<file path="config.mk">
export PLATFORM = sky130hd
export DESIGN_NAME = vtm_seq
export DESIGN_NICKNAME = d
export VERILOG_FILES = /design/src/rtl/vtm_pkg.sv /design/src/rtl/vtm_seq.sv
export SDC_FILE = /design/constraint.sdc
export NUM_CORES = 1
export LEC_CHECK = 0
export BUFFER_PORTS_ARGS = -buffer_cell sky130_fd_sc_hd__buf_2
export CAP_MARGIN = 0
export CORE_MARGIN = 1
export CORE_UTILIZATION = 59
export DETAILED_ROUTE_END_ITERATION = 16
export PLACE_DENSITY = 0.82
export SYNTH_ARGS = -nofsm -noshare
export SYNTH_HDL_FRONTEND = slang
export SYNTH_SLANG_ARGS = --single-unit
</file>
<file path="constraint.sdc">
create_clock -name clock -period 6.85 [get_ports clock]
set_input_delay 0 -clock clock [delete_from_list [all_inputs] [get_ports clock]]
set_output_delay 0 -clock clock [all_outputs]
set_load 0.005 [all_outputs]
</file>
<file path="src/rtl/vtm_pkg.sv">
// Shared constants, codes and types for the voice and tone mixer.
`default_nettype none
package vtm_pkg;

   // Tone table entries per bank (power of two), tone numbers, voice gain scale (power of two)
   localparam int TABLE_DEPTH  = 256;
   localparam int TONE_COUNT   = 16;
   localparam int VOLUME_SCALE = 64;

   localparam int PTR_W     = $clog2(TABLE_DEPTH);
   localparam int LEN_W     = $clog2(TABLE_DEPTH + 1);
   localparam int ADDR_W    = PTR_W + 1;
   localparam int RAM_DEPTH = 2 * TABLE_DEPTH;
   localparam int VOL_SHIFT = $clog2(VOLUME_SCALE);
   localparam int GAP_W     = 18;
   localparam int SAMPLE_W  = 16;
   localparam int PROD_W    = 24;

   localparam logic [7:0] TONE_OFF = 8'd255;

   // command codes
   localparam logic [1:0] CMD_TICK  = 2'd0;
   localparam logic [1:0] CMD_WRITE = 2'd1;
   localparam logic [1:0] CMD_SET   = 2'd2;
   localparam logic [1:0] CMD_STOP  = 2'd3;

   // register indexes
   localparam logic [1:0] CSR_VOLUME     = 2'd0;
   localparam logic [1:0] CSR_MIN_PERIOD = 2'd1;
   localparam logic [1:0] CSR_STEP       = 2'd2;
   localparam logic [1:0] CSR_THRESHOLD  = 2'd3;

   localparam logic [6:0]  VOLUME_RST     = 7'd45;
   localparam logic [8:0]  MIN_PERIOD_RST = 9'd32;
   localparam logic [7:0]  STEP_RST       = 8'd4;
   localparam logic [15:0] THRESHOLD_RST  = 16'd1000;

   typedef struct packed {
      logic [8:0]  min_period;
      logic [7:0]  period_step;
      logic [15:0] gap_threshold;
   } cfg_type;

   typedef struct packed {
      logic                wr_en;
      logic [ADDR_W-1:0]   wr_addr;
      logic [SAMPLE_W-1:0] wr_data;
      logic                rd_en;
      logic [ADDR_W-1:0]   rd_addr;
   } ram_req_type;

   typedef struct packed {
      logic play;  // tone sample from the table goes into the sum
      logic gap;   // tone muted by the gap counter
   } tick_info_type;

endpackage
`default_nettype wire

</file>
<file path="src/rtl/vtm_seq.sv">
// Tone sequencer: bank, pointer, length and gap state, table read and write requests.
`default_nettype none
module vtm_seq (
   input  wire logic                    clock,
   input  wire logic                    reset,
   input  wire logic                    accept,
   input  wire logic [1:0]              command,
   input  wire logic [7:0]              entry_index,
   input  wire logic [15:0]             entry_value,
   input  wire logic [7:0]              tone_number,
   input  wire vtm_pkg::cfg_type        cfg,
   output vtm_pkg::ram_req_type         ram_req,
   output vtm_pkg::tick_info_type       tick_info
);

   logic                       bank_ff, bank_in;
   logic [vtm_pkg::PTR_W-1:0]  ptr_ff, ptr_in;
   logic [vtm_pkg::LEN_W-1:0]  act_len_ff, act_len_in;
   logic [vtm_pkg::LEN_W-1:0]  pend_len_ff, pend_len_in;
   logic                       swap_ff, swap_in;
   logic [7:0]                 tone_ff, tone_in;
   logic [vtm_pkg::GAP_W-1:0]  gap_ff, gap_in;

   logic                       tone_on, low_tone, muted, wrap;
   logic [vtm_pkg::GAP_W-1:0]  gap_sum, thr_ext, thr2;
   logic [vtm_pkg::LEN_W-1:0]  ptr_inc, new_len;
   logic [15:0]                step_prod;
   logic [16:0]                len_sum;
   logic [31:0]                idx_ext;

   assign tone_on  = tone_ff < 8'(vtm_pkg::TONE_COUNT);
   assign low_tone = tone_ff < 8'(vtm_pkg::TONE_COUNT / 2);
   assign gap_sum  = low_tone ? gap_ff + vtm_pkg::GAP_W'(vtm_pkg::TONE_COUNT)
                                - vtm_pkg::GAP_W'(tone_ff)
                              : '0;
   assign thr_ext  = {2'b00, cfg.gap_threshold};
   assign thr2     = {1'b0, cfg.gap_threshold, 1'b0};
   assign muted    = gap_sum > thr_ext;

   assign ptr_inc  = vtm_pkg::LEN_W'(ptr_ff) + vtm_pkg::LEN_W'(1);
   assign wrap     = ptr_inc >= act_len_ff;

   assign step_prod = 16'(cfg.period_step) * 16'(tone_number);
   assign len_sum   = 17'(cfg.min_period) + 17'(step_prod);
   assign new_len   = (len_sum > 17'(vtm_pkg::TABLE_DEPTH))
                      ? vtm_pkg::LEN_W'(vtm_pkg::TABLE_DEPTH)
                      : len_sum[vtm_pkg::LEN_W-1:0];

   assign idx_ext = 32'(entry_index);

   always_comb begin
      bank_in     = bank_ff;
      ptr_in      = ptr_ff;
      act_len_in  = act_len_ff;
      pend_len_in = pend_len_ff;
      swap_in     = swap_ff;
      tone_in     = tone_ff;
      gap_in      = gap_ff;

      ram_req.wr_en   = 1'b0;
      ram_req.wr_addr = {~bank_ff, idx_ext[vtm_pkg::PTR_W-1:0]};
      ram_req.wr_data = entry_value;
      ram_req.rd_en   = 1'b0;
      ram_req.rd_addr = {bank_ff, ptr_ff};
      tick_info.play  = 1'b0;
      tick_info.gap   = 1'b0;

      if (accept) begin
         case (command)
            vtm_pkg::CMD_TICK: begin
               if (tone_on) begin
                  gap_in = gap_sum;
                  if (muted) begin
                     tick_info.gap = 1'b1;
                     if (gap_sum > thr2) begin
                        gap_in = '0;
                     end
                  end else begin
                     tick_info.play = 1'b1;
                     ram_req.rd_en  = 1'b1;
                     ptr_in = ptr_inc[vtm_pkg::PTR_W-1:0];
                     if (wrap) begin
                        ptr_in = '0;
                        if (swap_ff) begin
                           swap_in    = 1'b0;
                           bank_in    = ~bank_ff;
                           act_len_in = pend_len_ff;
                        end
                     end
                  end
               end
            end
            vtm_pkg::CMD_WRITE: begin
               ram_req.wr_en = idx_ext < 32'(vtm_pkg::TABLE_DEPTH);
            end
            vtm_pkg::CMD_SET: begin
               pend_len_in = new_len;
               swap_in     = 1'b1;
               if (!tone_on) begin
                  // nothing playing: new table takes over at once
                  bank_in    = ~bank_ff;
                  act_len_in = new_len;
                  ptr_in     = '0;
                  swap_in    = 1'b0;
               end
               tone_in = tone_number;
            end
            vtm_pkg::CMD_STOP: begin
               tone_in = vtm_pkg::TONE_OFF;
            end
            default: begin
            end
         endcase
      end
   end

   always_ff @(posedge clock) begin
      if (reset) begin
         bank_ff     <= 1'b0;
         ptr_ff      <= '0;
         act_len_ff  <= '0;
         pend_len_ff <= '0;
         swap_ff     <= 1'b0;
         tone_ff     <= vtm_pkg::TONE_OFF;
         gap_ff      <= '0;
      end else begin
         bank_ff     <= bank_in;
         ptr_ff      <= ptr_in;
         act_len_ff  <= act_len_in;
         pend_len_ff <= pend_len_in;
         swap_ff     <= swap_in;
         tone_ff     <= tone_in;
         gap_ff      <= gap_in;
      end
   end

endmodule
`default_nettype wire

</file>
==> run_results.csv, run 1 <==
group,metric,value,unit
status,status,"finished, violations left",
status,violations,"design-rule violations",
place,io_buffers,59,
global_route,initial_antenna_violation_count,0,
synthesis,synth_nets,1094,
setup_path,crit_path_top_delay_cell,"or4_1",
hold_path,hold_path.class,"input pin to primary output",
final_layout,layout.core_utilization,0.6411,
job,drv.max_cap_violation_count,0,
timing,finalWorstPathRequiredPeriod,5.252,ns
setup_path,regToRegSetupSlack,1.60,ns
setup_path,start_kind,"register",
routing,detailroute.via_count,5978,
timing,setup_repair_after_global_routing_missed_its_margin,"no",
final_layout,layout.area.seq,1081,um2
hold_path,min_delay_worst_endpoint,"ram_req[11]",
global_route,first_global_vias,5495,
place,detailed_place_hpwl,12050,um
global_route,groute.usage.overall,0.2457,
global_route,maximum_number_of_pins_on_one_net_before_global_route_repair,31,
clock_tree,cts-buffers-inserted,5,
floorplanning,ioPinCount,108,
timing,finalHoldViolations,0,
timing,min_period_over_period,0.7667,
setup_path,rr_endpoint,"ptr_ff[2]",
setup_path,worst-endpoint-arrival,5.48,ns
final_layout,multiInputGateArea,5223,um2
synthesis,count_of_distinct_cell_types_in_the_synthesized_netlist,67,
setup_path,crit_type,"register to register",
routing,drtIter0Drc,513,
timing,fmaxAchievable,190.4,MHz
routing,finalWirelength,14940,um
synthesis,yosysWarnings,0,
synthesis,synth.largest_area_cell,"ha_1",
final_layout,antenna_cells,0,
synthesis,synth_area_per_cell,8.178,um2
clock_tree,postCtsResizedCells,0,
hold_path,worst_hold_path.num_cells,0,
routing,drt.antenna.violating_nets,0,
power,power-per-cell-area,188.9,nW/um2
timing,final.setup.tns,0,ns
routing,detail_route.wl_per_cell,14.45,um
synthesis,synth-edff-count,0,
power,irDropWorstVdd,0.0001406,V
clock_tree,cts_hold_buf,0,
floorplanning,die_y,111.9,um
floorplanning,floorplan.initialDensity,0.6133,
clock_tree,cts-root-to-sink-buffers,2,
floorplanning,die_area,12520,um2
routing,drc,9,
setup_path,cp.required,7.08,ns
clock_tree,cts_root_buf,"clkbuf_16",
power,share_clk_of_total_power,0.186,
synthesis,synth-seq-cells,54,
final_layout,area_growth_syn_to_layout,4.532,%
synthesis,largest_cells_by_area_after_synthesis,"ha_1 19%, dfxtp_1 15%, fa_1 13%",
place,place_congestion,0.8789,
setup_path,worst_setup_path_end_kind,"register",
hold_path,hp-start,"entry_value[1]",
power,p_sw,0.6102,mW
timing,timing_max_transition_violations_final,0,
power,power.combinational.fraction,0.585,
final_layout,drive_above_1_share,0.1055,
synthesis,yosysSeqAreaShare,0.1518,
floorplanning,die_width,111.9,um
routing,count_of_tritonroute_iterations_in_the_first_routing_pass,13,
synthesis,post_synth_inst_count,871,
setup_path,worst-r2r-cell-count,20,
routing,via_per_inst,5.781,
timing,tightest_slew,1.163,ns
place,dpl.cell_count,1026,
setup_path,worst_r2r_startpoint,"tone_ff[3]",
synthesis,synth_top_area_frac,0.1880,
setup_path,crit_path_max_incr_delay,0.52,ns
clock_tree,clkLatencyLatePin,0.30,ns
timing,timing.max_slew.rel_slack,0.2168,
setup_path,worstPathCellList,"inv_1 -> ha_1 -> ha_1 -> a211oi_1 -> nor2_1 -> o41ai_1 -> o21ai_0 -> a221o_1 -> a21oi_1 -> xor2_1 -> nor2_1 -> ha_1 -> o21ai_0 -> a21oi_1 -> nor4_1 -> o2bb2ai_1 -> nor2_1 -> a31oi_1 -> or4_1 -> a21oi_1",
power,static-leakage-power,3.886,nW
synthesis,synth_async_sr_flop_share,0,
power,p_sw_frac,0.4339,
final_layout,final_cell_count_no_fill,1034,
floorplanning,row_count,39,
clock_tree,cts_sinks,54,
timing,clock_skew,0.01263,ns
clock_tree,clock_tree.htree_level_count,2,
power,cell_int_power,0.7961,mW
synthesis,synthFlopType,"dfxtp_1",
global_route,wire_length_of_the_first_global_routing_pass,25450,um
final_layout,layout.nets,1113,
floorplanning,core_area,11610,um2
clock_tree,clk_pin_slew,0.08,ns
global_route,grt_overflow_total,0,
clock_tree,cts_tree,"done",
clock_tree,post_cts.repair.setup_buffers,0,
final_layout,fill_cells,1030,
power,seq_power_share,0.229,
synthesis,synthesis.area,7123,um2
timing,finalSetupViolations,0,
setup_path,critical_path_peak_fanout,13,
==> critical path: cells and delay by family, from the launching register on <==
family | cells | cell delay, ns
AO/OA/AOI/OAI | 10 | 2.34
XOR/XNOR | 1 | 0.20
adder cells (fa/ha/maj) | 3 | 0.87
buffers and inverters | 1 | 0.08
flip-flops | 1 | 0.38
AND/OR/NAND/NOR | 5 | 1.34
==> metal layers <==
layer	wire, um	track usage	vias up	share of wire
li1	-	-	2972	-
met1	7267	0.3500	2840	0.49
met2	6772	0.4099	156	0.45
met3	760	0.01960	10	0.051
met4	142	0.04505	0	0.0095
met5	0	0	-	0
==> registers in the layout (all words and copies together), names as in the netlist <==
signal,flops
pend_len_ff,9
ptr_ff,8
gap_ff,18
act_len_ff,9
swap_ff,1
tone_ff,8
bank_ff,1
==> metrics by stage <==
stage / setup slack [ns] / power, mW / cell area [um2] / hold WS [ns]
after floorplan: 1.912 / 0.9950 / 7123 / 0.08082
after CTS: 1.631 / 1.408 / 7446 / 0.00003458
after global routing: 0.9826 / 1.541 / 7446 / 0.000007973
final: 1.598 / 1.406 / 7446 / 0.000001924
after detailed placement: 1.557 / 1.146 / 7300 / 0.00003458
after global placement: 1.571 / 1.125 / 7300 / 0.00003458
==> cells by family (layout without fill, tap and decap cells) <==
kind of cell | Yosys count | after routing | share of synthesized area
mux | 3 | 3 | 0.004216
compound gates | 183 | 183 | 0.1860
flops | 54 | 54 | 0.1518
fa+ha+maj | 153 | 153 | 0.3172
buf+inv | 185 | 205 | 0.1151
simple gates | 266 | 266 | 0.1925
xor+xnor | 27 | 27 | 0.03320
==> area by class of cell <==
cell class / instances / share of cell area
Multi-Input combinational cell: 632 / 0.7014
Sequential cell: 54 / 0.1452
Inverter: 137 / 0.06906
Timing Repair Buffer: 60 / 0.04067
Tap cell: 143 / 0.02403
Clock buffer: 5 / 0.01680
Clock inverter: 3 / 0.002857
==> how the worst max path moves through the flow <==
stage	startpoint	end	slack, ns	cells past startpoint
3_5_place_dp	cfg[19]	act_len_ff[8]	1.56	19
5_1_grt	tone_ff[2]	ptr_ff[2]	0.98	20
2_1_floorplan	tone_number[1]	act_len_ff[5]	1.91	19
4_1_cts	tone_ff[2]	ptr_ff[2]	1.63	20
6_report	tone_ff[3]	ptr_ff[2]	1.60	20
3_3_place_gp	cfg[19]	act_len_ff[8]	1.57	20
==> power groups by stage <==
stage / clock [mW] / combinational (mW) / sequential (mW)
after CTS: 0.263 / 0.823 / 0.322
after floorplan: 0 / 0.666 / 0.329
after global placement: 0 / 0.797 / 0.329
after detailed placement: 0 / 0.817 / 0.329
final: 0.261 / 0.823 / 0.322
after global routing: 0.274 / 0.944 / 0.322
==> cell usage after synthesis (3+ instances only) <==
library cell,number
a32o_1,4
buf_2,3
nand2b_1,5
a221oi_2,8
o211ai_1,6
and2_1,48
fa_1,46
or4_1,4
inv_1,137
o21ai_0,42
o21bai_1,6
o41ai_1,3
dfxtp_1,54
o21ai_1,3
buf_4,26
a211oi_2,7
or3_1,5
o31ai_1,5
mux2i_1,3
nand3b_1,3
xor2_1,13
a21o_1,14
nor4_1,3
a21oi_1,39
ha_1,107
nor3_1,13
nor2_1,48
o21a_1,4
nand4_1,9
nand2_1,72
nor3b_1,5
o211a_1,3
nand3_1,14
a31oi_1,8
clkbuf_1,17
a211oi_1,10
and3_1,11
xnor2_1,14
nor2b_1,17
==> cell usage in the layout, fill, tap and decap left out, types with 4 or more instances in the layout <==
cell type and instances:
and2_1 48, nor2_1 48, or3_1 5, dfxtp_1 54, nand2_1 72, fa_1 46
or4_1 4, xor2_1 13, xnor2_1 14, o21ai_0 42, o31ai_1 5, clkbuf_16 5
o21bai_1 6, o211ai_1 6, nor2b_1 17, nand2b_1 5, nand3_1 14, a31oi_1 8
nor3b_1 5, a221oi_2 8, inv_1 137, a32o_1 4, nor3_1 13, a211oi_1 10
nand4_1 9, o21a_1 4, and3_1 11, buf_2 59, a21o_1 14, a21oi_1 39
a211oi_2 7, ha_1 107
Power figures use the tool's default switching activity.
==> inputs of run 2 (changes only) <==
Settings changed: CORE_UTILIZATION 59 to 54, PLACE_DENSITY 0.82 to 0.79.
Clock period 6.85 ns to 4.51 ns, I/O delays scaled along.
==> run_results.csv, run 2 (synthesis results as in run 1) <==
group,metric,value,unit
setup_path,cp.required,4.74,ns
place,io_buffers,59,
setup_path,worstPathCellList,"inv_2 -> ha_4 -> ha_4 -> a211oi_2 -> nor2_2 -> o41ai_4 -> buf_4 -> o21ai_1 -> buf_4 -> a21oi_1 -> xor2_1 -> nor2_1 -> ha_1 -> a211o_1 -> o211ai_1 -> a21oi_2 -> nor4_2 -> o2bb2ai_1 -> nor2_2 -> buf_4 -> a31oi_4 -> buf_6 -> or3_1 -> a21oi_1",
job,drv.max_cap_violation_count,0,
place,dpl.cell_count,1138,
final_layout,drive_above_1_share,0.2994,
routing,detail_route.wl_per_cell,16.25,um
final_layout,final_common_cell,"inv_1",
timing,timing_max_transition_violations_final,0,
global_route,groute.usage.overall,0.2551,
setup_path,crit_path_max_incr_delay,0.35,ns
clock_tree,cts_tree,"done",
timing,tightest_slew,0.8996,ns
floorplanning,die_area,13650,um2
power,power-per-cell-area,301.9,nW/um2
setup_path,crit_start,"tone_ff[2]",
final_layout,registers.top_by_ff_count,"gap_ff",
final_layout,layout.core_utilization,0.7137,
final_layout,design_area,9080,um2
routing,drc,0,
timing,timing.max_slew.rel_slack,0.4003,
final_layout,antenna_cells,0,
clock_tree,cts-buffers-inserted,5,
routing,finalWirelength,18920,um
power,static-leakage-power,4.510,nW
global_route,grt_overflow_total,0,
status,status,"finished, violations left",
clock_tree,cts-root-to-sink-buffers,2,
setup_path,worst_r2r_startpoint,"tone_ff[2]",
timing,finalWorstPathRequiredPeriod,4.718,ns
timing,finalSetupViolations,39,
floorplanning,row_count,41,
floorplanning,ioPinCount,108,
global_route,first_global_vias,6175,
setup_path,crit_path_frequent_cell,"buf_4",
timing,fmaxAchievable,211.9,MHz
final_layout,area_growth_syn_to_layout,27.47,%
place,placed_area,8064,um2
setup_path,crit_path_top_delay_cell,"dfxtp_2",
clock_tree,clkLatencyLatePin,0.30,ns
final_layout,layout.nets,1214,
final_layout,largest_reg_flops,18,
setup_path,worst_setup_path_end_kind,"register",
timing,clock_skew,0.01034,ns
global_route,maximum_number_of_pins_on_one_net_before_global_route_repair,31,
hold_path,hold_path.class,"input pin to primary output",
routing,via_per_inst,5.730,
place,detailedPlace.worstSlack,-0.3901,ns
final_layout,final_cell_count_no_fill,1164,
final_layout,fill_cells,893,
routing,drtIter0Drc,615,
clock_tree,cts_root_buf,"clkbuf_16",
setup_path,critical_path_peak_fanout,4,
floorplanning,die_width,116.9,um
global_route,wire_length_of_the_first_global_routing_pass,27760,um
timing,finalHoldViolations,0,
clock_tree,cts_sinks,54,
place,place_congestion,0.8796,
clock_tree,cts_hold_buf,0,
floorplanning,core_area,12720,um2
global_route,initial_antenna_violation_count,0,
setup_path,worst-r2r-cell-count,24,
timing,min_period_over_period,1.046,
final_layout,mostFrequentLayoutCells,"125 x inv_1, 88 x ha_1, 87 x buf_4",
timing,setup_slack,-0.2084,ns
setup_path,crit_type,"register to register",
setup_path,rr_endpoint,"ptr_ff[0]",
power,irDropWorstVdd,0.0003292,V
floorplanning,floorplan.initialDensity,0.5599,
setup_path,timing.critical_path.to,"ptr_ff[0]",
floorplanning,die_y,116.9,um
routing,detailroute.via_count,6670,
routing,count_of_tritonroute_iterations_in_the_first_routing_pass,6,
place,detailed_place_hpwl,13050,um
setup_path,worst-endpoint-arrival,4.95,ns
routing,drt.antenna.violating_nets,0,
clock_tree,clk_pin_slew,0.08,ns
setup_path,regToRegSetupSlack,-0.21,ns
status,violations,"negative setup slack",
final_layout,reg_top3,"gap_ff: 18 flops, act_len_ff: 9 flops, pend_len_ff: 9 flops",
timing,setup_repair_after_global_routing_missed_its_margin,"yes",
setup_path,start_kind,"register",
clock_tree,clock_tree.htree_level_count,2,
-- run 2: changes by cell type in the layout (fill, tap and decap cells not counted), sizes merged --
cell	delta
and2	+1
buf	+97
clkbuf	+3
clkinv	-1
inv	+1
-- run 2: worst min-delay path by stage --
stage                     slack [ns]  cells after the start      startpoint     endpoint
after floorplan                 0.08                      1  entry_value[0]  ram_req[10]
after global placement       0.00003                      0  entry_value[0]  ram_req[10]
after detailed placement     0.00003                      0  entry_value[0]  ram_req[10]
after CTS                    0.00003                      0  entry_value[0]  ram_req[10]
after global routing        0.000008                      0  entry_value[2]  ram_req[12]
final                       0.000002                      0  entry_value[1]  ram_req[11]
-- run 2: layout make-up --
type                       count  area [um2]  share of cell area
clock buffer                   5       125.1             0.01378
clock inverter                 3       25.02            0.002756
inverter                     137       514.2             0.05663
multi-input combinational    633        5863              0.6457
sequential                    54        1091              0.1202
tap                          172       215.2             0.02370
timing repair buffer         160        1246              0.1372
-- run 2: through the flow --
| step | hold WS, ns | power [mW] | setup TNS (ns) |
|---|---|---|---|
| final | 0.000001973 | 2.741 | -4.943 |
| after global routing | 0.000007980 | 2.966 | -11.28 |
| after CTS | 0.00003458 | 2.538 | -0.05747 |
| after detailed placement | 0.00003458 | 2.126 | -9.013 |
| after global placement | 0.00003458 | 2.078 | -4.648 |
| after floorplan | 0.08082 | 1.635 | -0.3368 |
-- run 2: power by group --
group / total, mW / switching (mW) / internal (mW)
clock network: 0.407 / 0.198 / 0.210
registers: 0.489 / 0.00456 / 0.485
logic: 1.84 / 0.938 / 0.907
-- run 2: what timing repair did --
action	4_1_cts	5_1_grt
endpoints found under the hold margin	0	0
pin swaps	21	53
endpoints found under the setup margin	40	48
gates cloned	2	2
resized for setup	36	133
setup buffers	5	9
-- run 2: layer usage --
metal  track usage  vias up  part of all wire
met1        0.3292     3155              0.42
met5             0        -                 0
met3       0.04531       78             0.063
met4       0.07679        0             0.030
li1              -     3176                 -
met2        0.4359      261              0.48
-- run 2: worst max-delay path: cells and delay by family (launching register included) --
kind / cells / cell delay [ns]
buffers and inverters: 5 / 0.70
AO/OA/AOI/OAI: 10 / 1.55
flip-flops: 1 / 0.35
adder cells (fa/ha/maj): 3 / 0.71
XOR/XNOR: 1 / 0.33
AND/OR/NAND/NOR: 5 / 1.02
==> inputs of run 3 (changes only) <==
Settings changed: ABC_AREA from default to 1.
==> run_results.csv, run 3 <==
group,metric,value,unit
timing,finalWorstPathRequiredPeriod,4.127,ns
routing,drtIter0Drc,405,
floorplanning,die_area,14480,um2
setup_path,worst-endpoint-arrival,4.37,ns
floorplanning,die_width,120.4,um
final_layout,registers.top_by_ff_count,"gap_ff",
clock_tree,clk_pin_slew,0.07,ns
global_route,initial_antenna_violation_count,0,
routing,via_per_inst,5.056,
synthesis,largest_cells_by_area_after_synthesis,"ha_1 18%, nand2_1 15%, dfxtp_1 14%",
final_layout,final_cell_count_no_fill,1348,
clock_tree,cts-root-to-sink-buffers,2,
global_route,groute.usage.overall,0.2438,
floorplanning,floorplan.initialDensity,0.5622,
global_route,grt_overflow_total,0,
power,total_power,2.505,mW
setup_path,cp.required,4.75,ns
setup_path,worst_setup_path_end_kind,"register",
place,detailed_place_hpwl,13670,um
clock_tree,post_cts.repair.setup_buffers,0,
clock_tree,clock_tree.htree_level_count,2,
power,irDropWorstVdd,0.0002763,V
timing,min_period_over_period,0.9150,
setup_path,cp_top_family,"adder cells",
setup_path,worstPathCellList,"buf_2 -> nand2_1 -> inv_1 -> fa_1 -> inv_1 -> fa_1 -> inv_1 -> fa_1 -> inv_1 -> fa_1 -> inv_1 -> ha_1 -> nand2_1 -> nor2_2 -> nand3_1 -> nand4_1 -> nand2_1 -> nor3_4 -> nand4_1 -> nor2_1 -> nor2_1 -> nor2_1",
synthesis,synth.largest_area_cell,"ha_1",
timing,setup_repair_after_global_routing_missed_its_margin,"no",
clock_tree,cts_sinks,54,
synthesis,count_of_distinct_cell_types_in_the_synthesized_netlist,38,
setup_path,critical_path_peak_fanout,9,
routing,drt.antenna.violating_nets,0,
floorplanning,row_count,42,
final_layout,reg_top3,"gap_ff: 18 flops, act_len_ff: 9 flops, pend_len_ff: 9 flops",
setup_path,start_kind,"input pin",
final_layout,final_common_cell,"nand2_1",
clock_tree,cts_tree,"done",
clock_tree,cts-buffers-inserted,5,
final_layout,design_area,7959,um2
clock_tree,clkLatencyLatePin,0.30,ns
synthesis,synthesis.area,7564,um2
synthesis,yosysWarnings,0,
place,io_buffers,59,
synthesis,synth_cell_count_leaders,"309 x nand2_1, 242 x inv_1, 107 x ha_1",
synthesis,synth.most_common_cell,"nand2_1",
setup_path,crit_path_max_incr_delay,0.53,ns
floorplanning,die_y,120.4,um
synthesis,synth-edff-count,0,
timing,tightest_slew,1.075,ns
final_layout,antenna_cells,0,
job,drv.max_cap_violation_count,0,
final_layout,largest_reg_flops,18,
final_layout,mostFrequentLayoutCells,"309 x nand2_1, 242 x inv_1, 107 x ha_1",
timing,finalSetupViolations,0,
timing,finalHoldViolations,0,
setup_path,crit_path_top_delay_cell,"fa_1",
timing,timing_max_transition_violations_final,0,
synthesis,yosysSeqAreaShare,0.1429,
clock_tree,cts_root_buf,"clkbuf_16",
final_layout,drive_above_1_share,0.09471,
setup_path,crit_buf_inv,6,
global_route,first_global_vias,6376,
place,dpl.cell_count,1339,
routing,count_of_tritonroute_iterations_in_the_first_routing_pass,5,
place,place_congestion,0.9130,
synthesis,synth_nets,1379,
final_layout,area_growth_syn_to_layout,5.227,%
synthesis,synth_top_area_frac,0.1770,
timing,clock_skew,0.009180,ns
power,static-leakage-power,4.742,nW
floorplanning,core_area,13450,um2
setup_path,crit_path_frequent_cell,"inv_1",
synthesis,synthFlopType,"dfxtp_1",
synthesis,post_synth_inst_count,1156,
synthesis,synth-seq-cells,54,
global_route,wire_length_of_the_first_global_routing_pass,29020,um
place,placed_area,7785,um2
timing,timing.max_slew.rel_slack,0.2823,
synthesis,synth_area_per_cell,6.543,um2
final_layout,layout.core_utilization,0.5916,
timing,final.setup.tns,0,ns
routing,drc,0,
routing,detailroute.via_count,6815,
routing,finalWirelength,16740,um
power,power-per-cell-area,314.7,nW/um2
floorplanning,ioPinCount,108,
global_route,maximum_number_of_pins_on_one_net_before_global_route_repair,34,
routing,detail_route.wl_per_cell,12.42,um
hold_path,hold_path.class,"input pin to primary output",
final_layout,layout.nets,1394,
status,status,"completed",
synthesis,synth_async_sr_flop_share,0,
timing,fmaxAchievable,242.3,MHz
setup_path,crit_type,"input pin to register",
-- run 3: power by group --
part | total [mW] | internal (mW) | switching [mW]
Sequential | 0.505 | 0.495 | 0.00967
Combinational | 1.59 | 0.564 | 1.03
Clock | 0.410 | 0.223 | 0.187
-- run 3: kinds of logic (layout without fill, tap and decap cells) --
kind of cell    count (synthesis)  in the layout  synth area share
fa+ha+maj                     153            153            0.2988
xor+xnor                       11             11           0.01274
buf+inv                       309            325            0.1689
flops                          54             54            0.1429
simple gates                  517            517            0.2953
compound gates                112            112           0.08139
-- run 3: area by class of cell --
type                       instances  area (um2)
fill                            1318        5494
multi-input combinational        793        5214
sequential                        54        1081
inverter                         252       945.9
timing repair buffer              65       342.8
tap                              176       220.2
clock buffer                       6       138.9
clock inverter                     2       16.27
-- run 3: path summary, 6_finish.rpt --
path	startpoint	to	slack, ns	cells after the start
setup reg to reg	tone_ff[1]	gap_ff[16]	0.43	23
hold / removal	entry_value[1]	ram_req[11]	0.000002	0
setup / recovery	tone_number[7]	act_len_ff[1]	0.38	22
hold reg to reg	gap_ff[17]	gap_ff[17]	0.46	2
-- run 3: through the flow --
| stage | hold WS, ns | setup WS (ns) |
|---|---|---|
| 6_report | 0.000001984 | 0.3834 |
| 2_1_floorplan | 0.03110 | 0.3218 |
| 4_1_cts | 0.00003458 | 0.3650 |
| 3_5_place_dp | 0.00003458 | 0.04416 |
| 5_1_grt | 0.000007961 | 0.005692 |
| 3_3_place_gp | 0.00003458 | 0.1361 |
-- run 3: layer usage --
metal / global-route usage / part of all wire
met5: 0 / 0
met1: 0.3393 / 0.50
met4: 0.05710 / 0.013
met2: 0.4120 / 0.45
met3: 0.01651 / 0.036
-- run 3: timing repair --
| action | in CTS | in global routing |
|---|---|---|
| hold endpoints to repair | 1 | 0 |
| setup endpoints to repair | 0 | 11 |
| hold buffers | 1 | 0 |
| gates resized for setup | 0 | 2 |
